$ cat src/design/sct_pkg.sv
`timescale 1ns / 1ps

package sct_pkg;

  // defaults for the top-level parameters
  localparam int unsigned LineMaxDefault  = 1024;
  localparam int unsigned CharBitsDefault = 16;

  // fixed field widths on the ports
  localparam int unsigned CharW   = 16;
  localparam int unsigned OutOffW = 11;

  // characters with a meaning of their own
  localparam logic [CharW-1:0] ChTab    = 16'h0009;
  localparam logic [CharW-1:0] ChCr     = 16'h000D;
  localparam logic [CharW-1:0] ChSpace  = 16'h0020;
  localparam logic [CharW-1:0] ChBang   = 16'h0021;
  localparam logic [CharW-1:0] ChDollar = 16'h0024;
  localparam logic [CharW-1:0] ChAmp    = 16'h0026;
  localparam logic [CharW-1:0] ChApos   = 16'h0027;
  localparam logic [CharW-1:0] ChLParen = 16'h0028;
  localparam logic [CharW-1:0] ChRParen = 16'h0029;
  localparam logic [CharW-1:0] ChStar   = 16'h002A;
  localparam logic [CharW-1:0] ChPlus   = 16'h002B;
  localparam logic [CharW-1:0] ChComma  = 16'h002C;
  localparam logic [CharW-1:0] ChDash   = 16'h002D;
  localparam logic [CharW-1:0] ChDot    = 16'h002E;
  localparam logic [CharW-1:0] ChSlash  = 16'h002F;
  localparam logic [CharW-1:0] ChZero   = 16'h0030;
  localparam logic [CharW-1:0] ChNine   = 16'h0039;
  localparam logic [CharW-1:0] ChColon  = 16'h003A;
  localparam logic [CharW-1:0] ChLt     = 16'h003C;
  localparam logic [CharW-1:0] ChEq     = 16'h003D;
  localparam logic [CharW-1:0] ChGt     = 16'h003E;
  localparam logic [CharW-1:0] ChUpA    = 16'h0041;
  localparam logic [CharW-1:0] ChUpD    = 16'h0044;
  localparam logic [CharW-1:0] ChUpM    = 16'h004D;
  localparam logic [CharW-1:0] ChUpN    = 16'h004E;
  localparam logic [CharW-1:0] ChUpO    = 16'h004F;
  localparam logic [CharW-1:0] ChUpR    = 16'h0052;
  localparam logic [CharW-1:0] ChUpZ    = 16'h005A;
  localparam logic [CharW-1:0] ChLBr    = 16'h005B;
  localparam logic [CharW-1:0] ChRBr    = 16'h005D;
  localparam logic [CharW-1:0] ChCaret  = 16'h005E;
  localparam logic [CharW-1:0] ChUnder  = 16'h005F;
  localparam logic [CharW-1:0] ChLoA    = 16'h0061;
  localparam logic [CharW-1:0] ChLoZ    = 16'h007A;
  localparam logic [CharW-1:0] ChLBrace = 16'h007B;
  localparam logic [CharW-1:0] ChPipe   = 16'h007C;
  localparam logic [CharW-1:0] ChRBrace = 16'h007D;
  localparam logic [CharW-1:0] ChTilde  = 16'h007E;
  localparam logic [CharW-1:0] ChAsciiMax = 16'h007F;

  typedef enum logic [2:0] {
    KindComment = 3'd0,
    KindNumber  = 3'd1,
    KindVar     = 3'd2,
    KindObject  = 3'd3,
    KindString  = 3'd4,
    KindConst   = 3'd5,
    KindOp      = 3'd6,
    KindText    = 3'd7
  } token_kind_e;

  // classification of one character, computed once in the front end
  typedef struct packed {
    logic space;
    logic digit;
    logic alpha;
    logic varchar;
    logic single_op;
    logic text;
    logic star;
    logic dollar;
    logic lbrace;
    logic rbrace;
    logic apos;
    logic lbr;
    logic rbr;
    logic dash;
    logic gt;
    logic cmp;
    logic eq;
    logic up_a;
    logic up_n;
    logic up_d;
    logic up_o;
    logic up_r;
    logic up_m;
  } char_class_t;

  function automatic char_class_t classify(logic [CharW-1:0] c);
    char_class_t r;
    r.space     = (c inside {[ChTab:ChCr], ChSpace});
    r.digit     = (c inside {[ChZero:ChNine]});
    r.alpha     = (c inside {[ChUpA:ChUpZ], [ChLoA:ChLoZ]}) || (c > ChAsciiMax);
    r.varchar   = r.alpha || r.digit || (c inside {ChDot, ChUnder});
    r.single_op = (c inside {ChTilde, ChPlus, ChStar, ChSlash, ChAmp, ChCaret, ChPipe,
                             ChLParen, ChRParen, ChComma, ChColon, ChRBr});
    r.text      = !(c inside {ChEq, ChLt, ChGt, ChBang, ChDash, ChLBr, ChDollar,
                              ChLBrace, ChRBrace, ChApos})
                  && !r.single_op && !r.space;
    r.star      = (c == ChStar);
    r.dollar    = (c == ChDollar);
    r.lbrace    = (c == ChLBrace);
    r.rbrace    = (c == ChRBrace);
    r.apos      = (c == ChApos);
    r.lbr       = (c == ChLBr);
    r.rbr       = (c == ChRBr);
    r.dash      = (c == ChDash);
    r.gt        = (c == ChGt);
    r.cmp       = (c inside {ChLt, ChGt, ChBang, ChEq});
    r.eq        = (c == ChEq);
    r.up_a      = (c == ChUpA);
    r.up_n      = (c == ChUpN);
    r.up_d      = (c == ChUpD);
    r.up_o      = (c == ChUpO);
    r.up_r      = (c == ChUpR);
    r.up_m      = (c == ChUpM);
    return r;
  endfunction

endpackage

$ cat src/design/sct_if.sv
`timescale 1ns / 1ps

interface sct_char_if;
  logic                           valid;
  logic                           ready;
  logic [sct_pkg::CharW-1:0]      character;
  logic                           line_end;

  modport source (output valid, output character, output line_end, input ready);
  modport sink (input valid, input character, input line_end, output ready);
endinterface

interface sct_tok_if;
  logic                           valid;
  logic                           ready;
  sct_pkg::token_kind_e           token_kind;
  logic [sct_pkg::OutOffW-1:0]    begin_offset;
  logic [sct_pkg::OutOffW-1:0]    end_offset;
  logic                           last_of_item;
  logic                           line_over;

  modport source (output valid, output token_kind, output begin_offset, output end_offset,
                  output last_of_item, output line_over, input ready);
  modport sink (input valid, input token_kind, input begin_offset, input end_offset,
                input last_of_item, input line_over, output ready);
endinterface

$ cat src/design/sct_queue.sv
`timescale 1ns / 1ps

module sct_queue #(
  parameter int unsigned WIDTH = 1
) (
  input  logic             clk_i,
  input  logic             rst_ni,
  input  logic             push_i,
  input  logic [WIDTH-1:0] wdata_i,
  input  logic             pop_i,
  output logic [WIDTH-1:0] rdata_o,
  output logic             full_o,
  output logic             empty_o
);

  // two entries: one in flight plus one of slack
  logic [WIDTH-1:0] mem_q [2];
  logic             wr_q, wr_d;
  logic             rd_q, rd_d;
  logic [1:0]       cnt_q, cnt_d;

  assign full_o  = (cnt_q == 2'd2);
  assign empty_o = (cnt_q == 2'd0);
  assign rdata_o = mem_q[rd_q];

  always_comb begin
    wr_d  = push_i ? ~wr_q : wr_q;
    rd_d  = pop_i ? ~rd_q : rd_q;
    cnt_d = cnt_q;
    case ({push_i, pop_i})
      2'b10:   cnt_d = cnt_q + 2'd1;
      2'b01:   cnt_d = cnt_q - 2'd1;
      default: cnt_d = cnt_q;
    endcase
  end

  always_ff @(posedge clk_i or negedge rst_ni) begin
    if (!rst_ni) begin
      wr_q  <= 1'b0;
      rd_q  <= 1'b0;
      cnt_q <= 2'd0;
    end else begin
      wr_q  <= wr_d;
      rd_q  <= rd_d;
      cnt_q <= cnt_d;
    end
  end

  always_ff @(posedge clk_i) begin
    if (push_i) begin
      mem_q[wr_q] <= wdata_i;
    end
  end

endmodule

$ cat src/design/sct_front.sv
`timescale 1ns / 1ps

module sct_front #(
  parameter int unsigned LINE_MAX  = sct_pkg::LineMaxDefault,
  parameter int unsigned CHAR_BITS = sct_pkg::CharBitsDefault,
  localparam int unsigned OffW     = $clog2(LINE_MAX + 1)
) (
  input  logic                 clk_i,
  input  logic                 rst_ni,
  sct_char_if.sink             char_i,
  input  logic                 q_full_i,
  output logic                 push_o,
  output sct_pkg::char_class_t cls_o,
  output logic                 last_o,
  output logic [OffW-1:0]      off_o,
  output logic [OffW-1:0]      off_nx_o
);

  localparam int unsigned CharUsed = (CHAR_BITS < sct_pkg::CharW) ? CHAR_BITS : sct_pkg::CharW;
  localparam logic [sct_pkg::CharW-1:0] CharMask = sct_pkg::CharW'((1 << CharUsed) - 1);
  localparam logic [OffW-1:0] OffMax = OffW'(LINE_MAX);

  logic [OffW-1:0] offset_q, offset_d;

  assign char_i.ready = !q_full_i;
  assign push_o       = char_i.valid && !q_full_i;

  // offset within the line, saturating
  assign off_o    = offset_q;
  assign off_nx_o = (offset_q == OffMax) ? offset_q : offset_q + 1'b1;
  assign cls_o    = sct_pkg::classify(char_i.character & CharMask);
  assign last_o   = char_i.line_end;

  always_comb begin
    offset_d = offset_q;
    if (push_o) begin
      offset_d = char_i.line_end ? '0 : off_nx_o;
    end
  end

  always_ff @(posedge clk_i or negedge rst_ni) begin
    if (!rst_ni) begin
      offset_q <= '0;
    end else begin
      offset_q <= offset_d;
    end
  end

endmodule

$ cat src/design/sct_back.sv
`timescale 1ns / 1ps

module sct_back #(
  parameter int unsigned LINE_MAX = sct_pkg::LineMaxDefault,
  localparam int unsigned OffW    = $clog2(LINE_MAX + 1)
) (
  input  logic                 clk_i,
  input  logic                 rst_ni,
  input  logic                 item_valid_i,
  output logic                 pop_o,
  input  sct_pkg::char_class_t cls_i,
  input  logic                 last_i,
  input  logic [OffW-1:0]      off_i,
  input  logic [OffW-1:0]      off_nx_i,
  sct_tok_if.source            tok_o
);

  localparam int unsigned OutW = sct_pkg::OutOffW;

  typedef enum logic [15:0] {
    M_IDLE    = 16'h0001,
    M_COMMENT = 16'h0002,
    M_NUMBER  = 16'h0004,
    M_VAR     = 16'h0008,
    M_OBJ     = 16'h0010,
    M_STR     = 16'h0020,
    M_CONST   = 16'h0040,
    M_TEXT    = 16'h0080,
    M_LBR     = 16'h0100,
    M_DASH    = 16'h0200,
    M_CMP     = 16'h0400,
    M_A       = 16'h0800,
    M_AN      = 16'h1000,
    M_O       = 16'h2000,
    M_M       = 16'h4000,
    M_MO      = 16'h8000
  } lex_mode_e;

  typedef struct packed {
    sct_pkg::token_kind_e kind;
    logic [OffW-1:0]      b;
    logic [OffW-1:0]      e;
  } res_t;

  typedef struct packed {
    lex_mode_e       mode;
    logic [OffW-1:0] tb;
    logic [1:0]      til;
    logic            fis;
    logic [1:0]      n;
    res_t [1:0]      res;
  } lex_st_t;

  typedef struct packed {
    sct_pkg::token_kind_e kind;
    logic [OffW-1:0]      b;
    logic [OffW-1:0]      e;
    logic                 lit;
    logic                 lo;
  } out_t;

  function automatic sct_pkg::token_kind_e mode_kind(lex_mode_e m);
    sct_pkg::token_kind_e k;
    case (m)
      M_COMMENT: k = sct_pkg::KindComment;
      M_NUMBER:  k = sct_pkg::KindNumber;
      M_VAR:     k = sct_pkg::KindVar;
      M_OBJ:     k = sct_pkg::KindObject;
      M_STR:     k = sct_pkg::KindString;
      M_CONST:   k = sct_pkg::KindConst;
      M_LBR:     k = sct_pkg::KindOp;
      M_DASH:    k = sct_pkg::KindOp;
      M_CMP:     k = sct_pkg::KindOp;
      default:   k = sct_pkg::KindText;
    endcase
    return k;
  endfunction

  function automatic lex_st_t emit_f(lex_st_t s, sct_pkg::token_kind_e kind,
                                     logic [OffW-1:0] end_off, logic star);
    lex_st_t r;
    r = s;
    if (r.n != 2'd2) begin
      r.res[r.n[0]].kind = kind;
      r.res[r.n[0]].b    = r.tb;
      r.res[r.n[0]].e    = end_off;
      r.n                = r.n + 2'd1;
    end
    if (r.til == 2'd0 && star) begin
      r.fis = 1'b1;
    end
    if (r.til != 2'd3) begin
      r.til = r.til + 2'd1;
    end
    r.mode = M_IDLE;
    return r;
  endfunction

  function automatic lex_st_t start_f(lex_st_t s, sct_pkg::char_class_t c,
                                      logic [OffW-1:0] off, logic [OffW-1:0] nx);
    lex_st_t r;
    r    = s;
    r.tb = off;
    if (c.space) begin
      r.mode = M_IDLE;
    end else if (r.til == 2'd1 && r.fis) begin
      r.mode = M_COMMENT;
    end else if (c.digit) begin
      r.mode = M_NUMBER;
    end else if (c.dollar) begin
      r.mode = M_VAR;
    end else if (c.lbrace) begin
      r.mode = M_OBJ;
    end else if (c.apos) begin
      r.mode = M_STR;
    end else if (c.rbrace) begin
      r = emit_f(r, sct_pkg::KindText, nx, 1'b0);
    end else if (c.lbr) begin
      r.mode = M_LBR;
    end else if (c.dash) begin
      r.mode = M_DASH;
    end else if (c.cmp) begin
      r.mode = M_CMP;
    end else if (c.up_a) begin
      r.mode = M_A;
    end else if (c.up_o) begin
      r.mode = M_O;
    end else if (c.up_m) begin
      r.mode = M_M;
    end else if (c.single_op) begin
      r = emit_f(r, sct_pkg::KindOp, nx, c.star);
    end else begin
      r.mode = M_TEXT;
    end
    return r;
  endfunction

  function automatic lex_st_t close_f(lex_st_t s, sct_pkg::char_class_t c,
                                      logic [OffW-1:0] off, logic [OffW-1:0] nx);
    lex_st_t r;
    r = emit_f(s, mode_kind(s.mode), off, 1'b0);
    r = start_f(r, c, off, nx);
    return r;
  endfunction

  function automatic lex_st_t text_f(lex_st_t s, sct_pkg::char_class_t c,
                                     logic [OffW-1:0] off, logic [OffW-1:0] nx);
    lex_st_t r;
    r      = s;
    r.mode = M_TEXT;
    if (!c.text) begin
      r = close_f(r, c, off, nx);
    end
    return r;
  endfunction

  lex_mode_e       mode_q;
  logic [OffW-1:0] tb_q;
  logic [1:0]      til_q;
  logic            fis_q;
  lex_st_t         st;

  out_t out_q, out_d;
  logic out_valid_q, out_valid_d;
  out_t hold_q, hold_d;
  logic hold_valid_q, hold_valid_d;
  logic free;
  logic take;

  always_comb begin
    st      = '0;
    st.mode = mode_q;
    st.tb   = tb_q;
    st.til  = til_q;
    st.fis  = fis_q;
    case (mode_q)
      M_IDLE:    st = start_f(st, cls_i, off_i, off_nx_i);
      M_COMMENT: st = st;
      M_NUMBER:  if (!cls_i.digit) st = close_f(st, cls_i, off_i, off_nx_i);
      M_VAR:     if (!cls_i.varchar) st = close_f(st, cls_i, off_i, off_nx_i);
      M_OBJ:     if (cls_i.rbrace) st = emit_f(st, sct_pkg::KindObject, off_nx_i, 1'b0);
      M_STR:     if (cls_i.apos) st = emit_f(st, sct_pkg::KindString, off_nx_i, 1'b0);
      M_CONST:   if (cls_i.rbr) st = emit_f(st, sct_pkg::KindConst, off_nx_i, 1'b0);
      M_TEXT:    st = text_f(st, cls_i, off_i, off_nx_i);
      M_LBR: begin
        if (cls_i.alpha) st.mode = M_CONST;
        else st = close_f(st, cls_i, off_i, off_nx_i);
      end
      M_DASH: begin
        if (cls_i.gt) st = emit_f(st, sct_pkg::KindOp, off_nx_i, 1'b0);
        else st = close_f(st, cls_i, off_i, off_nx_i);
      end
      M_CMP: begin
        if (cls_i.eq) st = emit_f(st, sct_pkg::KindOp, off_nx_i, 1'b0);
        else st = close_f(st, cls_i, off_i, off_nx_i);
      end
      M_A: begin
        if (cls_i.up_n) st.mode = M_AN;
        else st = text_f(st, cls_i, off_i, off_nx_i);
      end
      M_AN: begin
        if (cls_i.up_d) st = emit_f(st, sct_pkg::KindOp, off_nx_i, 1'b0);
        else st = text_f(st, cls_i, off_i, off_nx_i);
      end
      M_O: begin
        if (cls_i.up_r) st = emit_f(st, sct_pkg::KindOp, off_nx_i, 1'b0);
        else st = text_f(st, cls_i, off_i, off_nx_i);
      end
      M_M: begin
        if (cls_i.up_o) st.mode = M_MO;
        else st = text_f(st, cls_i, off_i, off_nx_i);
      end
      M_MO: begin
        if (cls_i.up_d) st = emit_f(st, sct_pkg::KindOp, off_nx_i, 1'b0);
        else st = text_f(st, cls_i, off_i, off_nx_i);
      end
      default:   st.mode = M_IDLE;
    endcase
    // line end closes whatever is open and clears the line state
    if (last_i) begin
      if (st.mode != M_IDLE) begin
        st = emit_f(st, mode_kind(st.mode), off_nx_i, 1'b0);
      end
      st.mode = M_IDLE;
      st.tb   = '0;
      st.til  = 2'd0;
      st.fis  = 1'b0;
    end
  end

  // output register plus one spare for a second token of the same character
  assign free  = !out_valid_q || tok_o.ready;
  assign take  = free && !hold_valid_q && item_valid_i;
  assign pop_o = take;

  always_comb begin
    out_d        = out_q;
    out_valid_d  = out_valid_q;
    hold_d       = hold_q;
    hold_valid_d = hold_valid_q;
    if (free) begin
      if (hold_valid_q) begin
        out_d        = hold_q;
        out_valid_d  = 1'b1;
        hold_valid_d = 1'b0;
      end else if (take) begin
        out_d.kind   = st.res[0].kind;
        out_d.b      = st.res[0].b;
        out_d.e      = st.res[0].e;
        out_d.lit    = (st.n == 2'd1);
        out_d.lo     = (st.n == 2'd1) && last_i;
        out_valid_d  = (st.n != 2'd0);
        hold_d.kind  = st.res[1].kind;
        hold_d.b     = st.res[1].b;
        hold_d.e     = st.res[1].e;
        hold_d.lit   = 1'b1;
        hold_d.lo    = last_i;
        hold_valid_d = (st.n == 2'd2);
      end else begin
        out_valid_d = 1'b0;
      end
    end
  end

  always_ff @(posedge clk_i or negedge rst_ni) begin
    if (!rst_ni) begin
      mode_q       <= M_IDLE;
      tb_q         <= '0;
      til_q        <= 2'd0;
      fis_q        <= 1'b0;
      out_valid_q  <= 1'b0;
      hold_valid_q <= 1'b0;
    end else begin
      if (take) begin
        mode_q <= st.mode;
        tb_q   <= st.tb;
        til_q  <= st.til;
        fis_q  <= st.fis;
      end
      out_valid_q  <= out_valid_d;
      hold_valid_q <= hold_valid_d;
    end
  end

  always_ff @(posedge clk_i) begin
    out_q  <= out_d;
    hold_q <= hold_d;
  end

  assign tok_o.valid        = out_valid_q;
  assign tok_o.token_kind   = out_q.kind;
  assign tok_o.begin_offset = OutW'(out_q.b);
  assign tok_o.end_offset   = OutW'(out_q.e);
  assign tok_o.last_of_item = out_q.lit;
  assign tok_o.line_over    = out_q.lo;

endmodule

$ cat src/design/script_command_tokenizer.sv
`timescale 1ns / 1ps

// channel | dir | payload                                                     | handshake
// char_i  | in  | character, line_end                                         | valid/ready
// tok_o   | out | token_kind, begin_offset, end_offset, last_of_item, line_over | valid/ready
//
// one character is accepted per cycle while the queue has room; a character that yields two
// tokens holds the back end until the spare token moves on, as the output register delivers
// one token a cycle while the receiver is ready; tokens are registered after the queue
// reset clears the line offset, the lexer state, the queue and both output valids
// input ready falls only when the two-entry queue is full; an output stall fills it

module script_command_tokenizer #(
  parameter int unsigned LINE_MAX  = sct_pkg::LineMaxDefault,
  parameter int unsigned CHAR_BITS = sct_pkg::CharBitsDefault
) (
  input  logic      clk_i,
  input  logic      rst_ni,
  sct_char_if.sink  char_i,
  sct_tok_if.source tok_o
);

  // offsets saturate at LINE_MAX, so they need enough bits to hold it
  localparam int unsigned OffW  = $clog2(LINE_MAX + 1);
  localparam int unsigned ClsW  = $bits(sct_pkg::char_class_t);
  localparam int unsigned ItemW = ClsW + 1 + 2 * OffW;

  // front end outputs: classified character with its offsets
  sct_pkg::char_class_t f_cls;
  logic                 f_last;
  logic [OffW-1:0]      f_off;
  logic [OffW-1:0]      f_off_nx;
  logic                 f_push;

  // queue between classification and lexing
  logic [ItemW-1:0]     q_wdata;
  logic [ItemW-1:0]     q_rdata;
  logic                 q_full;
  logic                 q_empty;
  logic                 q_pop;

  // back end view of the queue head
  sct_pkg::char_class_t b_cls;
  logic                 b_last;
  logic [OffW-1:0]      b_off;
  logic [OffW-1:0]      b_off_nx;

  // front: takes the transaction, masks and classifies the character, counts offsets
  sct_front #(
    .LINE_MAX  (LINE_MAX),
    .CHAR_BITS (CHAR_BITS)
  ) u_front (
    .clk_i    (clk_i),
    .rst_ni   (rst_ni),
    .char_i   (char_i),
    .q_full_i (q_full),
    .push_o   (f_push),
    .cls_o    (f_cls),
    .last_o   (f_last),
    .off_o    (f_off),
    .off_nx_o (f_off_nx)
  );

  assign q_wdata = {f_cls, f_last, f_off, f_off_nx};

  sct_queue #(
    .WIDTH (ItemW)
  ) u_queue (
    .clk_i   (clk_i),
    .rst_ni  (rst_ni),
    .push_i  (f_push),
    .wdata_i (q_wdata),
    .pop_i   (q_pop),
    .rdata_o (q_rdata),
    .full_o  (q_full),
    .empty_o (q_empty)
  );

  assign {b_cls, b_last, b_off, b_off_nx} = q_rdata;

  // back: lexer state machine, token output register and spare slot
  sct_back #(
    .LINE_MAX (LINE_MAX)
  ) u_back (
    .clk_i        (clk_i),
    .rst_ni       (rst_ni),
    .item_valid_i (!q_empty),
    .pop_o        (q_pop),
    .cls_i        (b_cls),
    .last_i       (b_last),
    .off_i        (b_off),
    .off_nx_i     (b_off_nx),
    .tok_o        (tok_o)
  );

endmodule

$ cat src/flat_wrapper.sv
// flat-port wrapper written by rule: the top's interface ports become plain ports
module script_command_tokenizer_flat 
#(
  parameter int unsigned LINE_MAX  = sct_pkg::LineMaxDefault,
  parameter int unsigned CHAR_BITS = sct_pkg::CharBitsDefault
)
  (clk_i, rst_ni, char_i_valid, char_i_character, char_i_line_end, char_i_ready, tok_o_valid, tok_o_token_kind, tok_o_begin_offset, tok_o_end_offset, tok_o_last_of_item, tok_o_line_over, tok_o_ready);
  sct_char_if char_i_i ();
  sct_tok_if tok_o_i ();
  input  logic clk_i;
  input  logic rst_ni;
  input wire logic [$bits(char_i_i.valid)-1:0] char_i_valid;
  input wire logic [$bits(char_i_i.character)-1:0] char_i_character;
  input wire logic [$bits(char_i_i.line_end)-1:0] char_i_line_end;
  output wire logic [$bits(char_i_i.ready)-1:0] char_i_ready;
  output wire logic [$bits(tok_o_i.valid)-1:0] tok_o_valid;
  output wire logic [$bits(tok_o_i.token_kind)-1:0] tok_o_token_kind;
  output wire logic [$bits(tok_o_i.begin_offset)-1:0] tok_o_begin_offset;
  output wire logic [$bits(tok_o_i.end_offset)-1:0] tok_o_end_offset;
  output wire logic [$bits(tok_o_i.last_of_item)-1:0] tok_o_last_of_item;
  output wire logic [$bits(tok_o_i.line_over)-1:0] tok_o_line_over;
  input wire logic [$bits(tok_o_i.ready)-1:0] tok_o_ready;
  assign char_i_i.valid = char_i_valid;
  assign char_i_i.character = char_i_character;
  assign char_i_i.line_end = char_i_line_end;
  assign char_i_ready = char_i_i.ready;
  assign tok_o_valid = tok_o_i.valid;
  assign tok_o_token_kind = tok_o_i.token_kind;
  assign tok_o_begin_offset = tok_o_i.begin_offset;
  assign tok_o_end_offset = tok_o_i.end_offset;
  assign tok_o_last_of_item = tok_o_i.last_of_item;
  assign tok_o_line_over = tok_o_i.line_over;
  assign tok_o_i.ready = tok_o_ready;
  script_command_tokenizer #(.LINE_MAX(LINE_MAX), .CHAR_BITS(CHAR_BITS)) u_core (.clk_i(clk_i), .rst_ni(rst_ni), .char_i(char_i_i), .tok_o(tok_o_i));
endmodule
$ cat config.mk
export PLATFORM = sky130hd
export DESIGN_NAME = script_command_tokenizer_flat
export DESIGN_NICKNAME = d
export VERILOG_FILES = /design/src/design/sct_pkg.sv /design/src/design/sct_if.sv /design/src/design/sct_queue.sv /design/src/design/sct_front.sv /design/src/design/sct_back.sv /design/src/design/script_command_tokenizer.sv /design/src/flat_wrapper.sv
export SDC_FILE = /design/constraint.sdc
export NUM_CORES = 1
export LEC_CHECK = 0
export ABC_AREA = 1
export BUFFER_PORTS_ARGS = -buffer_cell sky130_fd_sc_hd__clkbuf_2
export CAP_MARGIN = 20
export CORE_MARGIN = 1.5
export CORE_UTILIZATION = 35
export DETAILED_ROUTE_END_ITERATION = 7
export MAX_ROUTING_LAYER = met4
export SLEW_MARGIN = 20
export SYNTH_ARGS = -nofsm -noshare
export SYNTH_HDL_FRONTEND = slang
export SYNTH_SLANG_ARGS = --single-unit
$ cat constraint.sdc
create_clock -name clk_i -period 4.25 [get_ports clk_i]
set_clock_uncertainty 0.05 [all_clocks]
set_input_delay 0.2125 -clock clk_i [delete_from_list [all_inputs] [get_ports clk_i]]
set_output_delay 0.2125 -clock clk_i [all_outputs]
set_load 0.02 [all_outputs]
Word-level counts from Yosys, hierarchy flattened
Memories as Yosys holds them, arrays and structs flattened. Cells that the tools add are included.

Reductions and logical operators: 82. Mux-type cells: 539. Equal/unequal tests: 99. Add/subtract/negate cells: 27. Bitwise gates (word level): 3. Magnitude comparators: 33.

Operators with widths (number): $mux W66 (74); $mux W55 (83); $bwmux W50 (69); $mux W82 (29); $mux W16 (83); $mux W52 (24); $pmux W66 S15 (1); $demux W25 S1 (36); $mux W25 (33); $eq A16 B6 Y1 const B (19); $mux W22 (12); $eq A16 B7 Y1 const B (16); $pmux W16 S16 (1); $mux W11 (14); $mux W2 (54); $mux W27 (2); $add A2 B1 Y2 const B (25); $ne A2 B2 Y1 const B (24); $logic_and A1 B1 Y1 (46); $eq A16 B10 Y1 const B (2); $eq A16 B11 Y1 const B (2); $eq A16 B2 Y1 const B (2); $eq A16 B3 Y1 const B (2); $eq A16 B4 Y1 const B (2); 41 further kinds (128).

Register bits after elaboration: 100. Memories: 1. Output and inout bits: 29. Memory bits (writable): 92. Word-level logic and storage cells: 803. Input port bits: 21.

Memory list: u_core.u_queue.mem_q (words 2, width 46, rd ports 1, clocked after memory_dff 0, wr ports 1, RTL line sct_queue.sv:17) `logic [WIDTH-1:0] mem_q [2];`.

Longest topological paths before layout
An unclocked memory read counts as a cell.

Depth after elaboration: 44. Mapped depth: 24. Depth with buffers taken out: 22.

By module
A second synthesis with hierarchy kept.

Cells, all modules: 1661. Area, all modules: 12831.1 um^2.

By module, submodules not included: sct_back (area each 7802.5 um^2, cells each 1154, seq. area each 2393.5 um^2, instances 1); sct_queue (area each 3631.0 um^2, cells each 264, seq. area each 2862.7 um^2, instances 1); sct_front (area each 1393.8 um^2, cells each 242, seq. area each 275.3 um^2, instances 1); script_command_tokenizer (area each 3.8 um^2, cells each 1, seq. area each 0.0 um^2, instances 1).

Worst setup path before layout
Ideal clock, no wire load.

Kind: register to register. Start: reg u_core.u_back.mode_q[0]. End: reg u_core.u_back.hold_q[16] (netlist name) (data pin). Path slack: 0.706 ns. Setup time: 0.253 ns. Clock period less this slack: 3.544 ns. Cell stages (with the launch flop): 21. Arrival time: 3.241 ns. Required time: 3.947 ns. Buffers on the path: 4. Cell sequence: dfstp_2 -> nor2_2 -> nand2_2 -> nor2_4 -> buf_4 -> nand4_1 -> nand2_1 -> nor2_1 -> nand4_1 -> nand4_1 -> nand2_1 -> buf_2 -> buf_2 -> ha_1 -> clkinv_1 -> nand2_1 -> nor2_4 -> nand2_4 -> buf_6 -> o21ai_1 -> inv_1.

RTL lines: start: declaration (RTL line sct_back.sv:157) `lex_mode_e mode_q;`; start signal: assignment (RTL line sct_back.sv:275) `mode_q <= st.mode;`; end signal: assignment (RTL line sct_back.sv:287) `hold_q <= hold_d;`; end: declaration (RTL line sct_back.sv:165) `out_t hold_q, hold_d;`.

==> flow_summary.toml <==
[clocking]
cts_buffers = 17
clkSinkCount = 192
cts_root_buffer = "clkbuf_16"
worst_skew_pair.late_latency_ns = 0.48
post_cts_resized = 0
cts_tree = "yes"
h-tree-depth = 4
cts_max_path_buffers = 2
clk_pin_slew_worst_paths_ns = 0.08

[place]
gp_congestion = 1.03
preCtsSetupSlack_ns = 0.257
dpl.hpwl_mm = 49.5
dpl-instance-area_um2 = 15800
dp_cells = 2665
port_buffers = 49

[power]
p_leak_nw = 7.41
power_density_nw_per_um2 = 759
design_power_total_mw = 12.5
ir_worst_vdd_uv = 395

[job]
max_cap_violations = 0

[floorplan]
ios = 50
die_x_um = 206
start_util_pct = 35.4
fp.dieH_um = 206
dieArea_um2 = 42400
fp.coreArea_um2 = 40700
fp-row-count = 74

[sta]
setup_ws_ns = 0.251
setup_viol = 0
maxSlewHeadroom_pct = 16.2
max_freq_ghz = 0.250
final_max_slew_viol_count = 0
worst_pin_slew_ns = 1.24
hold_viol_final = 0
rsz0062_at_grt = "no"
fin_crit_ns = 4.00
finalSetupTns_ns = 0
period_share_pct = 94.1

[global_route]
grt_pass1_vias = 14700
grt_max_degree = 48
grt-ovfl-total = 0
grt_pass1_wl_mm = 95.7
antenna_found_initial = 0
grt_use_total_pct = 32.0

[setup_path]
rr_endpoint = "u_core.u_back.hold_q[20]$_DFFE_PP_"
cp_data_arrival_time_ns = 4.16
rrSetupSlack_ns = 0.25
reg2regPathDepth = 18
worst-setup-path-type = "flop to flop"
reg2reg_from = "u_core.u_queue.rd_q$_DFFE_PN0P_"
cp-end-kind = "flop"
cp_data_required_time_ns = 4.41
path_max_fanout = 11
start_kind = "flop"

[yosys]
ys_seq_elements = 192
synth_top_area_share_pct = 30.2
async_reset_ff_share_pct = 24.5
synth_edf_count = 145
synth_ff_type = "edfxtp_1"
ys_seq_area_share_pct = 38.4
syn_inst = 2060
netlist_area_um2 = 14400
synth_cell_type_count = 65
yosys.area.top_type = "edfxtp_1"
synth_nets = 2086
netlist_top_cells_area = "edfxtp_1, nand2_1, dfrtp_1"
avgSynthCellArea_um2 = 7.00
ys_warn_count = 0

[finish]
syn2layout_area_growth_pct = 13.9
n_antenna_cell = 0
final_cells = 2703
drive_gt1_share_pct = 13.3
layout.nets = 2184
layout_common_cells = "nand2_1, inv_1, nor2_1"
final_area_um2 = 16400
final_common_cell = "nand2_1"

[hold_path]
hold_path.class = "input port to flop"
hold-path-cell-count = 2
min_to = "u_core.u_queue.mem_q[1][24]$_DFFE_PP_"
hp-start = "char_i_character[0]"

[drt]
antenna_left = 0
routed-via-count = 15800
wl_per_cell_um = 24.1
via_per_inst = 5.85
drt-total-wl_mm = 65.2
drcViolationCount = 0
drt_first_pass_iters = 6
drt_iter0_markers = 1690

[status]
status = "completed"
[metrics by stage]
| step | hold WS (ns) | util, % |
|---|---|---|
| 6_report | 0.102 | 40.3 |
| 5_1_grt | 0.0853 | 40.3 |
| 4_1_cts | 0.0747 | 40.3 |
| 3_5_place_dp | 0.373 | 38.7 |
| 3_3_place_gp | 0.368 | 38.7 |
| 2_1_floorplan | -0.133 | - |
[final cells by class]
cell class / count / area, um^2
fill: 4360 / 24300
multi-input combinational: 1531 / 7530
sequential: 192 / 5530
timing repair buffer: 153 / 1080
inverter: 263 / 995
tap: 532 / 666
clock buffer: 17 / 425
clock inverter: 15 / 196
[Yosys cell counts (3+ instances only)]
| cell | n |
|---|---|
| nor3_1 | 54 |
| a21oi_1 | 73 |
| clkinv_1 | 17 |
| o21ai_1 | 26 |
| buf_6 | 7 |
| nand3_1 | 163 |
| a221oi_1 | 5 |
| nand3b_1 | 5 |
| a22oi_1 | 10 |
| a211oi_1 | 4 |
| inv_1 | 229 |
| or2_2 | 26 |
| o21ai_0 | 167 |
| o21ai_2 | 10 |
| edfxtp_1 | 145 |
| nand4_1 | 41 |
| xor2_1 | 7 |
| o21a_1 | 5 |
| ha_1 | 5 |
| nor2_1 | 227 |
| dfrtp_1 | 46 |
| o22ai_1 | 88 |
| nand2_2 | 15 |
| buf_4 | 5 |
| o211ai_1 | 10 |
| o221ai_1 | 10 |
| nor2_4 | 7 |
| or2_1 | 3 |
| o31ai_1 | 11 |
| nand3_2 | 5 |
| nand2_4 | 5 |
| inv_2 | 15 |
| nor4_1 | 12 |
| nor2_2 | 7 |
| clkbuf_1 | 46 |
| nand2_1 | 495 |
| buf_2 | 14 |
| a31oi_1 | 9 |
[how the worst max path moves through the flow]
stage	startpoint	endpoint	slack [ns]
after CTS	u_core.u_back.mode_q[3]$_DFFE_PN0P_	u_core.u_back.hold_q[20]$_DFFE_PP_	0.25
after detailed placement	u_core.u_back.mode_q[3]$_DFFE_PN0P_	u_core.u_back.hold_q[20]$_DFFE_PP_	0.26
after global placement	u_core.u_back.mode_q[3]$_DFFE_PN0P_	u_core.u_back.tok_o.last_of_item$_SDFFCE_PP1P_	0.29
after global routing	u_core.u_queue.rd_q$_DFFE_PN0P_	u_core.u_back.tok_o.last_of_item$_SDFFCE_PP1P_	0.13
after floorplan	u_core.u_back.mode_q[0]$_DFFE_PN1P_	u_core.u_back.hold_q[16]$_DFFE_PP_	0.71
final	u_core.u_queue.rd_q$_DFFE_PN0P_	u_core.u_back.hold_q[20]$_DFFE_PP_	0.25
[critical path: stages (launching register included)]
cell and delay [ns]:
dfrtp_2 0.52, o21ai_2 0.68, nand2_1 0.23, nor2_1 0.18
nand3_1 0.14, nand2_1 0.17, nand2_1 0.27, inv_1 0.25
nand4_1 0.14, nand2_1 0.15, ha_1 0.17, clkinv_1 0.11
nand2_1 0.13, nor2_4 0.06, nand2_4 0.16, buf_12 0.15
nand2_1 0.05, nand2_1 0.05, o31ai_1 0.06
[registers in the layout, indices dropped and copies added, names as in the netlist]
| signal | flops |
|---|---|
| u_core.u_queue.mem_q | 92 |
| u_core.u_back.hold_q | 26 |
| u_core.u_back.mode_q | 16 |
| u_core.u_back.tb_q | 11 |
| u_core.u_back.tok_o.begin_offset | 11 |
| u_core.u_back.tok_o.end_offset | 11 |
| u_core.u_front.off_o | 11 |
| u_core.u_back.tok_o.token_kind | 3 |
| u_core.u_back.til_q | 2 |
| u_core.u_queue.cnt_q | 2 |
| u_core.u_back.fis_q | 1 |
| u_core.u_back.hold_valid_q | 1 |
| u_core.u_back.tok_o.last_of_item | 1 |
| u_core.u_back.tok_o.line_over | 1 |
| u_core.u_back.tok_o.valid | 1 |
| u_core.u_queue.rd_q | 1 |
| u_core.u_queue.wr_q | 1 |
[routing by layer]
| metal | GRT usage (%) | up-vias | part of all wire (%) |
|---|---|---|---|
| met5 | - | - | 0 |
| met4 | 13.9 | 0 | 4.3 |
| met3 | 4.18 | 132 | 8.1 |
| met2 | 48.4 | 885 | 45 |
| met1 | 42.8 | 7546 | 43 |
| li1 | - | 7257 | - |
[timing repair]
action | 4_1_cts | 5_1_grt
endpoints found under the setup margin | 0 | 25
endpoints found under the hold margin | 49 | 0
hold buffers | 3 | 0
setup buffers | 0 | 3
[power breakdown]
part           switching (mW)  internal [mW]  leakage [nW]
combinational            5.73           1.98          5.06
sequential              0.254           2.80          2.04
clock                   0.852          0.849         0.301
total                    6.84           5.63          7.41
[kinds of logic (layout without fill, tap and decap cells)]
group	after synthesis	in the layout	share of synthesized area (%)
fa+ha+maj	5	5	0.434
simple gates	1074	1074	33.1
xor+xnor	9	9	0.547
compound gates	443	443	18.0
buf+inv	337	448	9.55
flops	192	192	38.4
(Power assumes the default switching activity.)
